<file path="config.mk">
export PLATFORM = sky130hd
export DESIGN_NAME = vcf_line_genotype_parser
export DESIGN_NICKNAME = d
export VERILOG_FILES = /design/src/rtl/vcfgp_pkg.sv /design/src/rtl/vcf_line_genotype_parser.sv /design/src/rtl/vcfgp_front.sv /design/src/rtl/vcfgp_queue.sv /design/src/rtl/vcfgp_back.sv
export SDC_FILE = /design/constraint.sdc
export NUM_CORES = 1
export LEC_CHECK = 0
export ABC_CLOCK_PERIOD_IN_PS = 15060
export BUFFER_PORTS_ARGS = -buffer_cell sky130_fd_sc_hd__buf_2
export CORE_ASPECT_RATIO = 1.5
export CORE_MARGIN = 2
export CORE_UTILIZATION = 62
export CTS_CLUSTER_DIAMETER = 40
export DETAILED_ROUTE_END_ITERATION = 16
export PLACE_DENSITY = 0.86
export SETUP_SLACK_MARGIN = 0.2
export SLEW_MARGIN = 10
export SYNTH_ARGS = -nofsm -noshare
export SYNTH_HDL_FRONTEND = slang
export SYNTH_SLANG_ARGS = --single-unit
</file>
<file path="constraint.sdc">
create_clock -name clk -period 15.06 [get_ports clk]
set_input_delay 3.012 -clock clk [delete_from_list [all_inputs] [get_ports clk]]
set_output_delay 3.012 -clock clk [all_outputs]
set_load 0.005 [all_outputs]
</file>
<file path="src/rtl/vcfgp_pkg.sv">
// Shared types and constants for the VCF line genotype parser.
// Used by the front parser, the result queue, the back serialiser and the top level.
package vcfgp_pkg;

  localparam int QUEUE_DEPTH = 4;
  localparam int QPTR_W = $clog2(QUEUE_DEPTH);
  localparam int QCNT_W = $clog2(QUEUE_DEPTH + 1);

  localparam logic [7:0] CHAR_TAB   = 8'd9;
  localparam logic [7:0] CHAR_ONE   = 8'd49;
  localparam logic [7:0] CHAR_DOT   = 8'd46;
  localparam logic [7:0] CHAR_COMMA = 8'h2C;
  localparam logic [7:0] CHAR_ZERO  = 8'd48;
  localparam logic [7:0] CHAR_NINE  = 8'd57;

  localparam logic [3:0] FIELD_CHROM  = 4'd0;
  localparam logic [3:0] FIELD_POS    = 4'd1;
  localparam logic [3:0] FIELD_ALT    = 4'd4;
  localparam logic [3:0] FIELD_FORMAT = 4'd8;
  localparam logic [3:0] FIELD_SAMPLE = 4'd9;

  localparam logic CFG_SAMPLE_COUNT = 1'b0;
  localparam logic CFG_SITE_LIMIT   = 1'b1;

  localparam logic [1:0] GT_MISSING = 2'd3;
  localparam logic [30:0] SAT31 = 31'h7FFFFFFF;

  typedef enum logic [1:0] {
    KIND_SITE      = 2'd0,
    KIND_GENOTYPE  = 2'd1,
    KIND_LINE_DONE = 2'd2,
    KIND_ERROR     = 2'd3
  } kind_t;

  typedef enum logic [1:0] {
    CLS_OTHER = 2'd0,
    CLS_ONE   = 2'd1,
    CLS_DOT   = 2'd2
  } cls_t;

  typedef struct packed {
    kind_t       kind;
    logic [15:0] sample_number;
    logic [1:0]  genotype_code;
    logic [15:0] samples_missing;
    logic [3:0]  failed_field;
  } result_t;

  typedef struct packed {
    logic [23:0] site_number;
    logic [30:0] chromosome;
    logic [30:0] position;
    result_t     first;
    result_t     second;
    logic        two;
  } pair_t;

endpackage

</file>
<file path="src/rtl/vcf_line_genotype_parser.sv">
// Top level of the VCF line genotype parser: front parser, result queue, back serialiser.
// Depends on vcfgp_pkg, vcfgp_front, vcfgp_queue and vcfgp_back.
//
// Usage: bytes of VCF data lines enter on text_byte with end_of_line marking the last
// byte of each line; a byte transfers on a rising edge with push high and full low.
// Results leave in order: while empty is low the oldest result is on the result ports,
// and it transfers on a rising edge with pop high. last_result marks the final result
// caused by one byte. sample_count and site_limit are written through cfg_write,
// cfg_index and cfg_data while the block is idle.
// Throughput is one byte per cycle while full is low; the output register delivers one result
// per cycle while pop is high, so a byte that closes a field and its line with two results
// takes an extra output slot, absorbed by the four-pair queue until full rises.
// A result passes through the queue and then the output register before it reaches the ports,
// where it transfers on a rising edge with pop high.
// When pop is held low the queue fills and full stops further bytes; nothing is lost.
// Reset (rst, synchronous) clears the line state, the kept-site count, the queue and the
// output register, and restores sample_count to 0 and site_limit to its maximum.
module vcf_line_genotype_parser #(
  parameter int MAX_SAMPLES = 65535,
  parameter int MAX_SITES   = 16777215
) (
  input  logic        clk,
  input  logic        rst,
  input  logic        cfg_write,
  input  logic        cfg_index,
  input  logic [23:0] cfg_data,
  input  logic        push,
  output logic        full,
  input  logic [7:0]  text_byte,
  input  logic        end_of_line,
  output logic        empty,
  input  logic        pop,
  output logic [1:0]  kind,
  output logic [23:0] site_number,
  output logic [30:0] chromosome,
  output logic [30:0] position,
  output logic [15:0] sample_number,
  output logic [1:0]  genotype_code,
  output logic [15:0] samples_missing,
  output logic [3:0]  failed_field,
  output logic        last_result
);
  import vcfgp_pkg::*;

  pair_t push_data, pop_data;
  logic  accept, q_push, q_pop, q_empty;

  assign accept = push && !full;

  vcfgp_front #(
    .MAX_SAMPLES(MAX_SAMPLES),
    .MAX_SITES  (MAX_SITES)
  ) u_front (
    .clk        (clk),
    .rst        (rst),
    .cfg_write  (cfg_write),
    .cfg_index  (cfg_index),
    .cfg_data   (cfg_data),
    .text_byte  (text_byte),
    .end_of_line(end_of_line),
    .accept     (accept),
    .q_push     (q_push),
    .q_data     (push_data)
  );

  vcfgp_queue u_queue (
    .clk    (clk),
    .rst    (rst),
    .wr_en  (q_push),
    .wr_data(push_data),
    .full   (full),
    .rd_en  (q_pop),
    .rd_data(pop_data),
    .empty  (q_empty)
  );

  vcfgp_back u_back (
    .clk            (clk),
    .rst            (rst),
    .q_empty        (q_empty),
    .q_data         (pop_data),
    .q_pop          (q_pop),
    .pop            (pop),
    .empty          (empty),
    .kind           (kind),
    .site_number    (site_number),
    .chromosome     (chromosome),
    .position       (position),
    .sample_number  (sample_number),
    .genotype_code  (genotype_code),
    .samples_missing(samples_missing),
    .failed_field   (failed_field),
    .last_result    (last_result)
  );

endmodule

</file>
<file path="src/rtl/vcfgp_front.sv">
// Front parser: holds the configuration registers and the per-line state, takes one byte
// per transfer and forms the results, at most two, that it causes. Depends on vcfgp_pkg.
module vcfgp_front #(
  parameter int MAX_SAMPLES = 65535,
  parameter int MAX_SITES   = 16777215
) (
  input  logic             clk,
  input  logic             rst,
  input  logic             cfg_write,
  input  logic             cfg_index,
  input  logic [23:0]      cfg_data,
  input  logic [7:0]       text_byte,
  input  logic             end_of_line,
  input  logic             accept,
  output logic             q_push,
  output vcfgp_pkg::pair_t q_data
);
  import vcfgp_pkg::*;

  localparam logic [15:0] SampleCap = (MAX_SAMPLES > 65535) ? 16'hFFFF : 16'(MAX_SAMPLES);
  localparam logic [23:0] SiteCap = (MAX_SITES > 16777215) ? 24'hFFFFFF : 24'(MAX_SITES);

  logic [15:0] sample_count;
  logic [23:0] site_limit;

  logic [3:0]  field_index, field_index_next;
  logic [2:0]  token_length, token_length_next;
  cls_t        first_char_class, first_char_class_next;
  cls_t        third_char_class, third_char_class_next;
  logic [30:0] chrom_value, chrom_value_next;
  logic [30:0] pos_value, pos_value_next;
  logic        digits_done, digits_done_next;
  logic        comma_seen, comma_seen_next;
  logic        drop_line, drop_line_next;
  logic [15:0] sample_counter, sample_counter_next;
  logic [23:0] sites_kept, sites_kept_next;

  logic [15:0] count;
  logic [23:0] limit;
  logic        drop_eff, is_tab, is_digit;
  cls_t        cls;
  logic        r0_valid, r1_valid;
  result_t     r0, r1;
  logic [23:0] site;

  function automatic logic [30:0] add_digit(input logic [30:0] v, input logic [3:0] d);
    logic [34:0] t;
    t = ({4'd0, v} << 3) + ({4'd0, v} << 1) + {31'd0, d};
    return (t > {4'd0, SAT31}) ? SAT31 : t[30:0];
  endfunction

  function automatic logic [1:0] decode_gt(input logic [2:0] len, input cls_t f, input cls_t t);
    logic [1:0] g;
    g = 2'd0;
    if (len == 3'd1) begin
      g = (f == CLS_ONE) ? 2'd1 : ((f == CLS_DOT) ? GT_MISSING : 2'd0);
    end else if (len != 3'd3) begin
      g = GT_MISSING;
    end else if (f == CLS_DOT || t == CLS_DOT) begin
      g = GT_MISSING;
    end else begin
      g = {1'b0, f == CLS_ONE} + {1'b0, t == CLS_ONE};
    end
    return g;
  endfunction

  assign count = (sample_count < SampleCap) ? sample_count : SampleCap;
  assign limit = (site_limit < SiteCap) ? site_limit : SiteCap;

  always_comb begin
    field_index_next      = field_index;
    token_length_next     = token_length;
    first_char_class_next = first_char_class;
    third_char_class_next = third_char_class;
    chrom_value_next      = chrom_value;
    pos_value_next        = pos_value;
    digits_done_next      = digits_done;
    comma_seen_next       = comma_seen;
    sample_counter_next   = sample_counter;
    sites_kept_next       = sites_kept;
    r0_valid = 1'b0;
    r1_valid = 1'b0;
    r0 = '0;
    r1 = '0;
    drop_eff = drop_line || (field_index <= FIELD_ALT && sites_kept >= limit);
    drop_line_next = drop_eff;
    is_tab = (text_byte == CHAR_TAB);
    is_digit = (text_byte >= CHAR_ZERO) && (text_byte <= CHAR_NINE);
    cls = (text_byte == CHAR_ONE) ? CLS_ONE : ((text_byte == CHAR_DOT) ? CLS_DOT : CLS_OTHER);
    if (!drop_eff) begin
      if (!is_tab) begin
        if (token_length == 3'd0) first_char_class_next = cls;
        if (token_length == 3'd2) third_char_class_next = cls;
        if ((field_index == FIELD_CHROM || field_index == FIELD_POS) && !digits_done) begin
          if (!is_digit) begin
            digits_done_next = 1'b1;
          end else if (field_index == FIELD_CHROM) begin
            chrom_value_next = add_digit(chrom_value, text_byte[3:0]);
          end else begin
            pos_value_next = add_digit(pos_value, text_byte[3:0]);
          end
        end
        if (field_index == FIELD_ALT && text_byte == CHAR_COMMA) comma_seen_next = 1'b1;
        if (token_length != 3'd7) token_length_next = token_length + 3'd1;
      end
      if (is_tab || end_of_line) begin
        if (token_length_next == 3'd0 && field_index <= FIELD_FORMAT) begin
          r0_valid = 1'b1;
          r0.kind = KIND_ERROR;
          r0.failed_field = field_index;
          drop_line_next = 1'b1;
        end else if (field_index == FIELD_ALT) begin
          if (comma_seen_next) begin
            drop_line_next = 1'b1;
          end else begin
            r0_valid = 1'b1;
            r0.kind = KIND_SITE;
            sites_kept_next = sites_kept + 24'd1;
          end
        end else if (field_index == FIELD_SAMPLE && sample_counter < count) begin
          r0_valid = 1'b1;
          r0.kind = KIND_GENOTYPE;
          r0.sample_number = sample_counter;
          r0.genotype_code = decode_gt(token_length_next, first_char_class_next,
                                       third_char_class_next);
          sample_counter_next = sample_counter + 16'd1;
        end
        if (!drop_line_next) begin
          if (field_index < FIELD_SAMPLE) field_index_next = field_index + 4'd1;
          token_length_next     = 3'd0;
          first_char_class_next = CLS_OTHER;
          third_char_class_next = CLS_OTHER;
          digits_done_next      = 1'b0;
        end
      end
      if (end_of_line && !drop_line_next) begin
        r1_valid = 1'b1;
        if (field_index_next < FIELD_SAMPLE) begin
          r1.kind = KIND_ERROR;
          r1.failed_field = field_index_next;
        end else begin
          r1.kind = KIND_LINE_DONE;
          r1.samples_missing = count - sample_counter_next;
        end
      end
    end
  end

  // Every result of one byte carries the same site number, taken after the byte's update.
  assign site = (field_index_next >= FIELD_ALT + 4'd1 && sites_kept_next != 24'd0) ?
                sites_kept_next - 24'd1 : sites_kept_next;

  always_comb begin
    q_data.site_number = site;
    q_data.chromosome  = chrom_value_next;
    q_data.position    = pos_value_next;
    q_data.first       = r0_valid ? r0 : r1;
    q_data.second      = r1;
    q_data.two         = r0_valid && r1_valid;
  end

  assign q_push = accept && (r0_valid || r1_valid);

  always_ff @(posedge clk) begin
    if (rst) begin
      sample_count <= 16'd0;
      site_limit   <= 24'hFFFFFF;
    end else if (cfg_write) begin
      if (cfg_index == CFG_SAMPLE_COUNT) sample_count <= cfg_data[15:0];
      if (cfg_index == CFG_SITE_LIMIT) site_limit <= cfg_data;
    end
  end

  always_ff @(posedge clk) begin
    if (rst) begin
      field_index      <= 4'd0;
      token_length     <= 3'd0;
      first_char_class <= CLS_OTHER;
      third_char_class <= CLS_OTHER;
      chrom_value      <= 31'd0;
      pos_value        <= 31'd0;
      digits_done      <= 1'b0;
      comma_seen       <= 1'b0;
      drop_line        <= 1'b0;
      sample_counter   <= 16'd0;
      sites_kept       <= 24'd0;
    end else if (accept) begin
      sites_kept <= sites_kept_next;
      if (end_of_line) begin
        field_index      <= 4'd0;
        token_length     <= 3'd0;
        first_char_class <= CLS_OTHER;
        third_char_class <= CLS_OTHER;
        chrom_value      <= 31'd0;
        pos_value        <= 31'd0;
        digits_done      <= 1'b0;
        comma_seen       <= 1'b0;
        drop_line        <= 1'b0;
        sample_counter   <= 16'd0;
      end else begin
        field_index      <= field_index_next;
        token_length     <= token_length_next;
        first_char_class <= first_char_class_next;
        third_char_class <= third_char_class_next;
        chrom_value      <= chrom_value_next;
        pos_value        <= pos_value_next;
        digits_done      <= digits_done_next;
        comma_seen       <= comma_seen_next;
        drop_line        <= drop_line_next;
        sample_counter   <= sample_counter_next;
      end
    end
  end

  a_eol_clears: assert property (@(posedge clk) disable iff (rst)
    accept && end_of_line |=> field_index == FIELD_CHROM && !drop_line)
    else $error("line state not cleared after the last byte of a line");
  a_field_range: assert property (@(posedge clk) disable iff (rst)
    field_index <= FIELD_SAMPLE)
    else $error("field index beyond the sample columns");
  a_kept_limit: assert property (@(posedge clk) disable iff (rst)
    accept && sites_kept_next != sites_kept |-> sites_kept < limit)
    else $error("site kept beyond the site limit");

endmodule

</file>
<file path="src/rtl/vcfgp_queue.sv">
// Short queue of result pairs between the front parser and the back serialiser.
// Depends on vcfgp_pkg for the pair type and the queue depth.
module vcfgp_queue (
  input  logic             clk,
  input  logic             rst,
  input  logic             wr_en,
  input  vcfgp_pkg::pair_t wr_data,
  output logic             full,
  input  logic             rd_en,
  output vcfgp_pkg::pair_t rd_data,
  output logic             empty
);
  import vcfgp_pkg::*;

  localparam logic [QPTR_W-1:0] LastSlot = QPTR_W'(QUEUE_DEPTH - 1);
  localparam logic [QCNT_W-1:0] DepthCount = QCNT_W'(QUEUE_DEPTH);

  pair_t             slots [QUEUE_DEPTH];
  logic [QPTR_W-1:0] wr_ptr, rd_ptr;
  logic [QCNT_W-1:0] fill;
  logic              do_wr, do_rd;

  assign full    = (fill == DepthCount);
  assign empty   = (fill == '0);
  assign do_wr   = wr_en && !full;
  assign do_rd   = rd_en && !empty;
  assign rd_data = slots[rd_ptr];

  always_ff @(posedge clk) begin
    if (do_wr) slots[wr_ptr] <= wr_data;
  end

  always_ff @(posedge clk) begin
    if (rst) begin
      wr_ptr <= '0;
      rd_ptr <= '0;
      fill   <= '0;
    end else begin
      if (do_wr) wr_ptr <= (wr_ptr == LastSlot) ? '0 : wr_ptr + 1'b1;
      if (do_rd) rd_ptr <= (rd_ptr == LastSlot) ? '0 : rd_ptr + 1'b1;
      if (do_wr && !do_rd) fill <= fill + 1'b1;
      else if (do_rd && !do_wr) fill <= fill - 1'b1;
    end
  end

  a_fill_bound: assert property (@(posedge clk) disable iff (rst) fill <= DepthCount)
    else $error("queue fill beyond its depth");
  a_fill_up: assert property (@(posedge clk) disable iff (rst)
    do_wr && !do_rd |=> fill == $past(fill) + 1'b1)
    else $error("queue fill not raised by a write");
  a_fill_down: assert property (@(posedge clk) disable iff (rst)
    do_rd && !do_wr |=> fill == $past(fill) - 1'b1)
    else $error("queue fill not lowered by a read");

endmodule

</file>
<file path="src/rtl/vcfgp_back.sv">
// Back serialiser: takes result pairs from the queue into an output register and
// presents them one result per transfer. Depends on vcfgp_pkg.
module vcfgp_back (
  input  logic             clk,
  input  logic             rst,
  input  logic             q_empty,
  input  vcfgp_pkg::pair_t q_data,
  output logic             q_pop,
  input  logic             pop,
  output logic             empty,
  output logic [1:0]       kind,
  output logic [23:0]      site_number,
  output logic [30:0]      chromosome,
  output logic [30:0]      position,
  output logic [15:0]      sample_number,
  output logic [1:0]       genotype_code,
  output logic [15:0]      samples_missing,
  output logic [3:0]       failed_field,
  output logic             last_result
);
  import vcfgp_pkg::*;

  pair_t   cur;
  result_t res;
  logic    hold_valid, phase;
  logic    take, done, advance, refill;

  assign done    = phase || !cur.two;
  assign take    = hold_valid && pop;
  assign advance = take && !done;
  assign refill  = !hold_valid || (take && done);
  assign q_pop   = refill && !q_empty;

  always_ff @(posedge clk) begin
    if (rst) begin
      hold_valid <= 1'b0;
      phase      <= 1'b0;
    end else if (advance) begin
      phase <= 1'b1;
    end else if (refill) begin
      phase      <= 1'b0;
      hold_valid <= !q_empty;
    end
  end

  always_ff @(posedge clk) begin
    if (q_pop) cur <= q_data;
  end

  assign res             = phase ? cur.second : cur.first;
  assign empty           = !hold_valid;
  assign kind            = res.kind;
  assign site_number     = cur.site_number;
  assign chromosome      = cur.chromosome;
  assign position        = cur.position;
  assign sample_number   = res.sample_number;
  assign genotype_code   = res.genotype_code;
  assign samples_missing = res.samples_missing;
  assign failed_field    = res.failed_field;
  assign last_result     = done;

  a_phase_pair: assert property (@(posedge clk) disable iff (rst)
    phase |-> hold_valid && cur.two)
    else $error("second result shown without a pair of two");
  a_advance: assert property (@(posedge clk) disable iff (rst)
    advance |=> phase && hold_valid)
    else $error("second result of a pair not shown after the first");
  a_refill: assert property (@(posedge clk) disable iff (rst)
    take && done && q_empty |=> empty)
    else $error("result shown with nothing left to show");

endmodule
</file>
==> results of run 1 <==
-- power by group --
part / switching [mW] / internal [mW] / leakage [nW] / total, mW
registers: 0.118 / 3.14 / 8.47 / 3.26
logic: 0.654 / 0.507 / 7.79 / 1.16
clock network: 0.987 / 1.23 / 1.40 / 2.22
total: 1.76 / 4.88 / 17.7 / 6.64
-- state kept, by name (all words and copies together) (netlist names) --
signal,count
u_front.comma_seen,1
u_queue.fill,3
u_front.site_limit,24
u_front.third_char_class,2
u_front.sample_count,16
u_back.phase,1
u_front.token_length,3
u_front.field_index,4
u_back.hold_valid,1
u_front.drop_line,1
u_front.chrom_value,31
u_front.digits_done,1
u_queue.slots,596
u_back.site_number,24
u_queue.wr_ptr,2
u_front.pos_value,31
u_front.sites_kept,24
u_front.sample_counter,16
u_back.chromosome,31
u_back.cur,63
u_queue.rd_ptr,2
u_front.first_char_class,2
u_back.position,31
-- routing by layer --
layer | vias up | global-route usage, % | wire length (um)
met3 | 187 | 3.768 | 6731
met5 | - | 0 | 28
met4 | 4 | 9.894 | 2784
met2 | 1134 | 47.36 | 49600
li1 | 12040 | - | -
met1 | 13290 | 35.75 | 37330
-- cells in the mapped netlist, types with 82 or more instances --
| library cell | instances | share of area, % |
|---|---|---|
| o21ai_0 | 136 | 1.6 |
| nor2_1 | 367 | 3.2 |
| edfxtp_1 | 745 | 52 |
| buf_4 | 86 | 1.5 |
| a21oi_1 | 112 | 1.3 |
| inv_1 | 99 | 0.87 |
| clkbuf_1 | 123 | 1.1 |
| xnor2_1 | 82 | 1.7 |
| dfxtp_1 | 165 | 7.7 |
| ha_1 | 196 | 5.7 |
| mux4_2 | 149 | 7.9 |
| nand2_1 | 153 | 1.3 |
-- metrics by stage --
step / total power [mW] / hold WS [ns] / util, % / area (um^2) / setup slack [ns]
6_report: 6.635 / 0.4634 / 68.58 / 46680 / 7.467
5_1_grt: 6.883 / 0.4852 / 68.57 / 46670 / 7.043
4_1_cts: 6.691 / 0.4641 / 68.55 / 46660 / 7.574
3_5_place_dp: 4.467 / 0.4509 / 64.27 / 43750 / 6.906
3_3_place_gp: 4.438 / 0.4425 / 64.27 / 43750 / 7.037
2_1_floorplan: 4.217 / 0.4334 / - / 42720 / 2.663
-- path summary, 6_finish.rpt --
check / startpoint / cells after the start / slack (ns) / end
setup reg to reg: u_front.sites_kept[18] / 13 / 9.11 / u_queue.slots[1][57]
hold / removal: u_front.site_limit[11] / 1 / 0.46 / u_front.site_limit[11]
setup / recovery: text_byte[4] / 17 / 7.47 / u_queue.slots[3][42]
hold reg to reg: u_front.site_limit[11] / 1 / 0.46 / u_front.site_limit[11]
-- cell families after synthesis --
group | share of synthesized area (%)
AO/OA/AOI/OAI | 8.675
XOR/XNOR | 2.768
flip-flops | 60.10
buffers and inverters | 3.802
adder cells (fa/ha/maj) | 6.045
multiplexers | 9.053
AND/OR/NAND/NOR | 9.557
-- area by class of cell --
cell class                 instances  area [um^2]
antenna                            9        22.52
clock buffer                     106         2278
clock inverter                    57        636.9
fill                            4471        21390
inverter                          99        371.6
multi-input combinational       1929        15500
sequential                       910        25680
tap                              892         1116
timing repair buffer             198         1071
==> results by group, run 1 <==
Outcome
  • Outcome: completed

Clock tree
  • Worst-Skew Late Latency: 0.67 ns
  • Cts repair resizes: 0
  • Hold-fix buffer count after cts: 0
  • Bufs on Longest Clock Path: 3
  • TritonCTS clock tree: yes
  • CTS root buf: clkbuf_16
  • Worst-path clk slew: 0.06 ns
  • Number of buffers created by CTS: 87
  • H-tree depth: 3
  • CTS sink count: 910
  • Setup Buffers After CTS: 0

Die
  • Die width: 218.3 um
  • Die area: 71,060 um^2
  • Starting density of the core: 62.76%
  • IO Count: 168
  • DIE HEIGHT: 325.5 um
  • FP Rows: 117
  • Core Region: 68,070 um^2

Timing
  • Max Slew Vio Count: 0
  • Clock Skews: 0.02617 ns
  • Setup TNS: 0 ns
  • RSZ-0062 raised after global routing: false
  • Fin crit share: 50.42%
  • F_max: 131.7 MHz
  • Tmin final: 7.593 ns
  • Slew HR: 16.88%
  • Fin. Hold Viols: 0
  • Final Setup Violations: 0
  • Worst slew pin tran: 1.247 ns

Setup path
  • Worst-path maximum fanout: 26
  • CP arrival: 8.05 ns
  • Startpoint Class: input port
  • CP Data Required Time: 15.52 ns
  • Worst path cell trace: buf_2, or4b_1, o31ai_4, mux2_4, nor2_4, nor3_1, nand2_1, mux2i_1, ha_1, a21o_1, nor2_1, nor3_1, o21ai_0, nor4_1, o41ai_1, xnor2_1, nor2_1
  • Max incr delay on CP: 0.70 ns
  • Kind of critical path: in -> reg
  • Endpoint class of the critical path: flop
  • Slowest CP cell: or4b_1
  • Worst path buffer plus inverter count: 1
  • Delay-heaviest family, CP: simple AND/OR/NAND/NOR gates

Synthesis
  • Mapped Cells: 3,180
  • Yosys warning count: 0
  • Post-synthesis area per instance: 13.43 um^2
  • Async S/R FF share, synth: 0%
  • Seq cells post-synth: 910
  • Register area share after synthesis: 60.10%
  • Top_reg_cell synth: edfxtp_1
  • Post-Syn Nets: 3,421
  • Library cells used by synthesis: 97
  • Number of flops mapped to enable cells by yosys: 745
  • Cell area after synthesis: 42,720 um^2

Pwr
  • PwrDens: 142.1 nW/um^2
  • Leakage: 17.66 nW
  • Maximum VDD drop: 0.1784 mV

Min path
  • HP Class: reg -> reg

Detailed routing
  • Drt drc: 0
  • Vias post-DR: 26,650
  • Total Wirelength: 96,480 um
  • Drt first pass iters: 5
  • Vias per cell: 6.346
  • Routed Antenna Nets: 0
  • WL/cell: 22.97 um
  • Iter 0 DRT Violations: 2,728

Layout
  • Share of layout cells above drive strength 1: 17.22%
  • Most frequent cells in the layout: edfxtp_1, nor2_1, ha_1
  • Layout overhead on the synthesized area: 9.282%
  • Commonest non-fill, non-tap cell in the layout: edfxtp_1
  • Fin cells: 4,200
  • Final nets: 3,466

Place
  • IO buf count: 167
  • DP HPWL: 61,730 um
  • Dpl cells: 4,028
  • Gpl congestion: 0.9277

Global routing
  • First-pass GRT wire length: 150,400 um
  • Largest net degree at the start of global routing: 105
  • Remaining Overflow, GRT: 0
  • Gr usage total: 27.52%
  • Vias in the first global route: 26,810
  • Initial antenna violation count: 9

Flow run
  • Max_cap viols: 0
Power figures use the tool's default switching activity.
==> run 2, diff against run 1 <==
- ABC_CLOCK_PERIOD_IN_PS: 15060 -> 7500
- clock period: 15.06 -> 7.5 ns (I/O delays scaled with it)
==> run 2 against run 1 <==
Non-clock buffer count increased by 11. Wire length fell by 2.5%. Cell area grew 0.37%. Critical path depth fell by 4. Setup slack got worse by 5.8 ns. Critical endpoint is now u_queue.slots[0][63]. Via count is 1.0% lower. Clock-buffer cell count rose by 4.
==> results by group, run 2 (synthesized netlist as in run 1, its figures left out) <==
Die
  • Die width: 218.3 um
  • FP Rows: 117
  • Core Region: 68,070 um^2
  • Die area: 71,060 um^2
  • Starting density of the core: 62.76%
  • IO Count: 168
  • DIE HEIGHT: 325.5 um

Global routing
  • Largest net degree at the start of global routing: 151
  • First-pass GRT wire length: 147,200 um
  • Remaining Overflow, GRT: 0
  • Vias in the first global route: 26,670
  • Gr usage total: 26.78%
  • Initial antenna violation count: 5

Layout
  • Commonest non-fill, non-tap cell in the layout: edfxtp_1
  • Largest reg by FF count: u_queue.slots
  • Top flop regs: u_queue.slots x596, u_back.cur x63
  • Layout overhead on the synthesized area: 9.689%
  • Design Area, Final: 46,860 um^2
  • Final nets: 3,479
  • Most frequent cells in the layout: edfxtp_1, nor2_1, ha_1
  • Max FFs per register: 596
  • Share of layout cells above drive strength 1: 17.38%

Clock tree
  • Cts repair resizes: 0
  • TritonCTS clock tree: yes
  • Worst-Skew Late Latency: 0.66 ns
  • Hold-fix buffer count after cts: 0
  • Number of buffers created by CTS: 89
  • CTS sink count: 910
  • Worst-path clk slew: 0.06 ns
  • Setup Buffers After CTS: 0
  • Bufs on Longest Clock Path: 3
  • H-tree depth: 3
  • CTS root buf: clkbuf_16

Place
  • Gpl congestion: 0.9310
  • DP HPWL: 61,050 um
  • Dpl cell area: 43,940 um^2
  • IO buf count: 167
  • DP Worst Slack: 1.250 ns

Setup path
  • Max incr delay on CP: 0.85 ns
  • Worst R2R Setup Slack: 1.71 ns
  • CP Data Required Time: 7.83 ns
  • Startpoint Class: flop
  • Kind of critical path: reg -> reg
  • Worst-path maximum fanout: 52
  • Slowest CP cell: a21boi_1
  • Endpoint class of the critical path: flop
  • CP arrival: 6.13 ns
  • Delay-heaviest family, CP: compound AO/OA/AOI/OAI gates
  • Worst path cell trace: ha_1, and3_1, a221oi_1, o211a_1, o41ai_4, buf_4, a21boi_1, nand2_1, a21oi_1, buf_4, o21a_1, and2_4, buf_4
  • Worst path buffer plus inverter count: 3
  • Crit path top cell by count: buf_4

Outcome
  • Outcome: completed

Timing
  • Worst slew pin tran: 1.207 ns
  • Max Slew Vio Count: 0
  • RSZ-0062 raised after global routing: false
  • Fin crit share: 77.26%
  • Tmin final: 5.795 ns
  • F_max: 172.6 MHz
  • Final Setup Violations: 0
  • Final setup margin: 1.705 ns
  • Slew HR: 19.51%
  • Fin. Hold Viols: 0
  • Clock Skews: 0.02906 ns
  • Setup TNS: 0 ns

Detailed routing
  • Routed Antenna Nets: 0
  • Vias per cell: 6.275
  • WL/cell: 22.36 um
  • Iter 0 DRT Violations: 2,294
  • Drt first pass iters: 6
  • Drt drc: 0
  • Vias post-DR: 26,390
  • Total Wirelength: 94,040 um

Flow run
  • Max_cap viols: 0

Pwr
  • Maximum VDD drop: 0.3808 mV
  • PwrDens: 282.9 nW/um^2
  • Leakage: 17.75 nW
  • Pwr Total: 13.25 mW

Min path
  • HP Class: reg -> reg
-- run 2: changes by cell type in the layout (fill, tap and decap cells not counted), sizes merged --
cell / previous run / this run
clkbuf: 106 / 110
buf: 198 / 209
clkinvlp: 8 / 5
diode: 9 / 4
bufinv: 7 / 5
clkinv: 26 / 32
inv: 115 / 109
-- run 2: routing by layer --
metal  GRT usage, %  wire length [um]
met5              0                 9
met4          11.09              3386
met3          3.740              6010
met2          46.11             48080
met1          34.04             36550
-- run 2: path summary, 6_finish.rpt --
check / start / to / cells past startpoint
max: u_front.sites_kept[17] / u_queue.slots[0][63] / 13
min: u_front.site_limit[18] / u_front.site_limit[18] / 1
max reg2reg: u_front.sites_kept[17] / u_queue.slots[0][63] / 13
min reg2reg: u_front.site_limit[18] / u_front.site_limit[18] / 1
-- run 2: where the power goes --
part / internal (mW) / total [mW] / switching, mW
combinational: 1.02 / 2.30 / 1.28
clock: 2.48 / 4.41 / 1.93
sequential: 6.30 / 6.55 / 0.248
-- run 2: through the flow --
stage	hold slack, ns	util (%)	instances
after floorplan	0.4334	-	3180
after global placement	0.4425	64.55	4039
after detailed placement	0.4494	64.55	4039
after CTS	0.4658	68.82	4201
after global routing	0.4899	68.83	4203
final	0.4652	68.84	4205
-- run 2: area by class of cell --
class,instances,area [um^2]
clock inverter,52,513.0
antenna,4,10.01
multi-input combinational,1929,15490
sequential,910,25680
timing repair buffer,209,1279
tap,892,1116
inverter,99,371.6
clock buffer,110,2392
fill,4478,21210
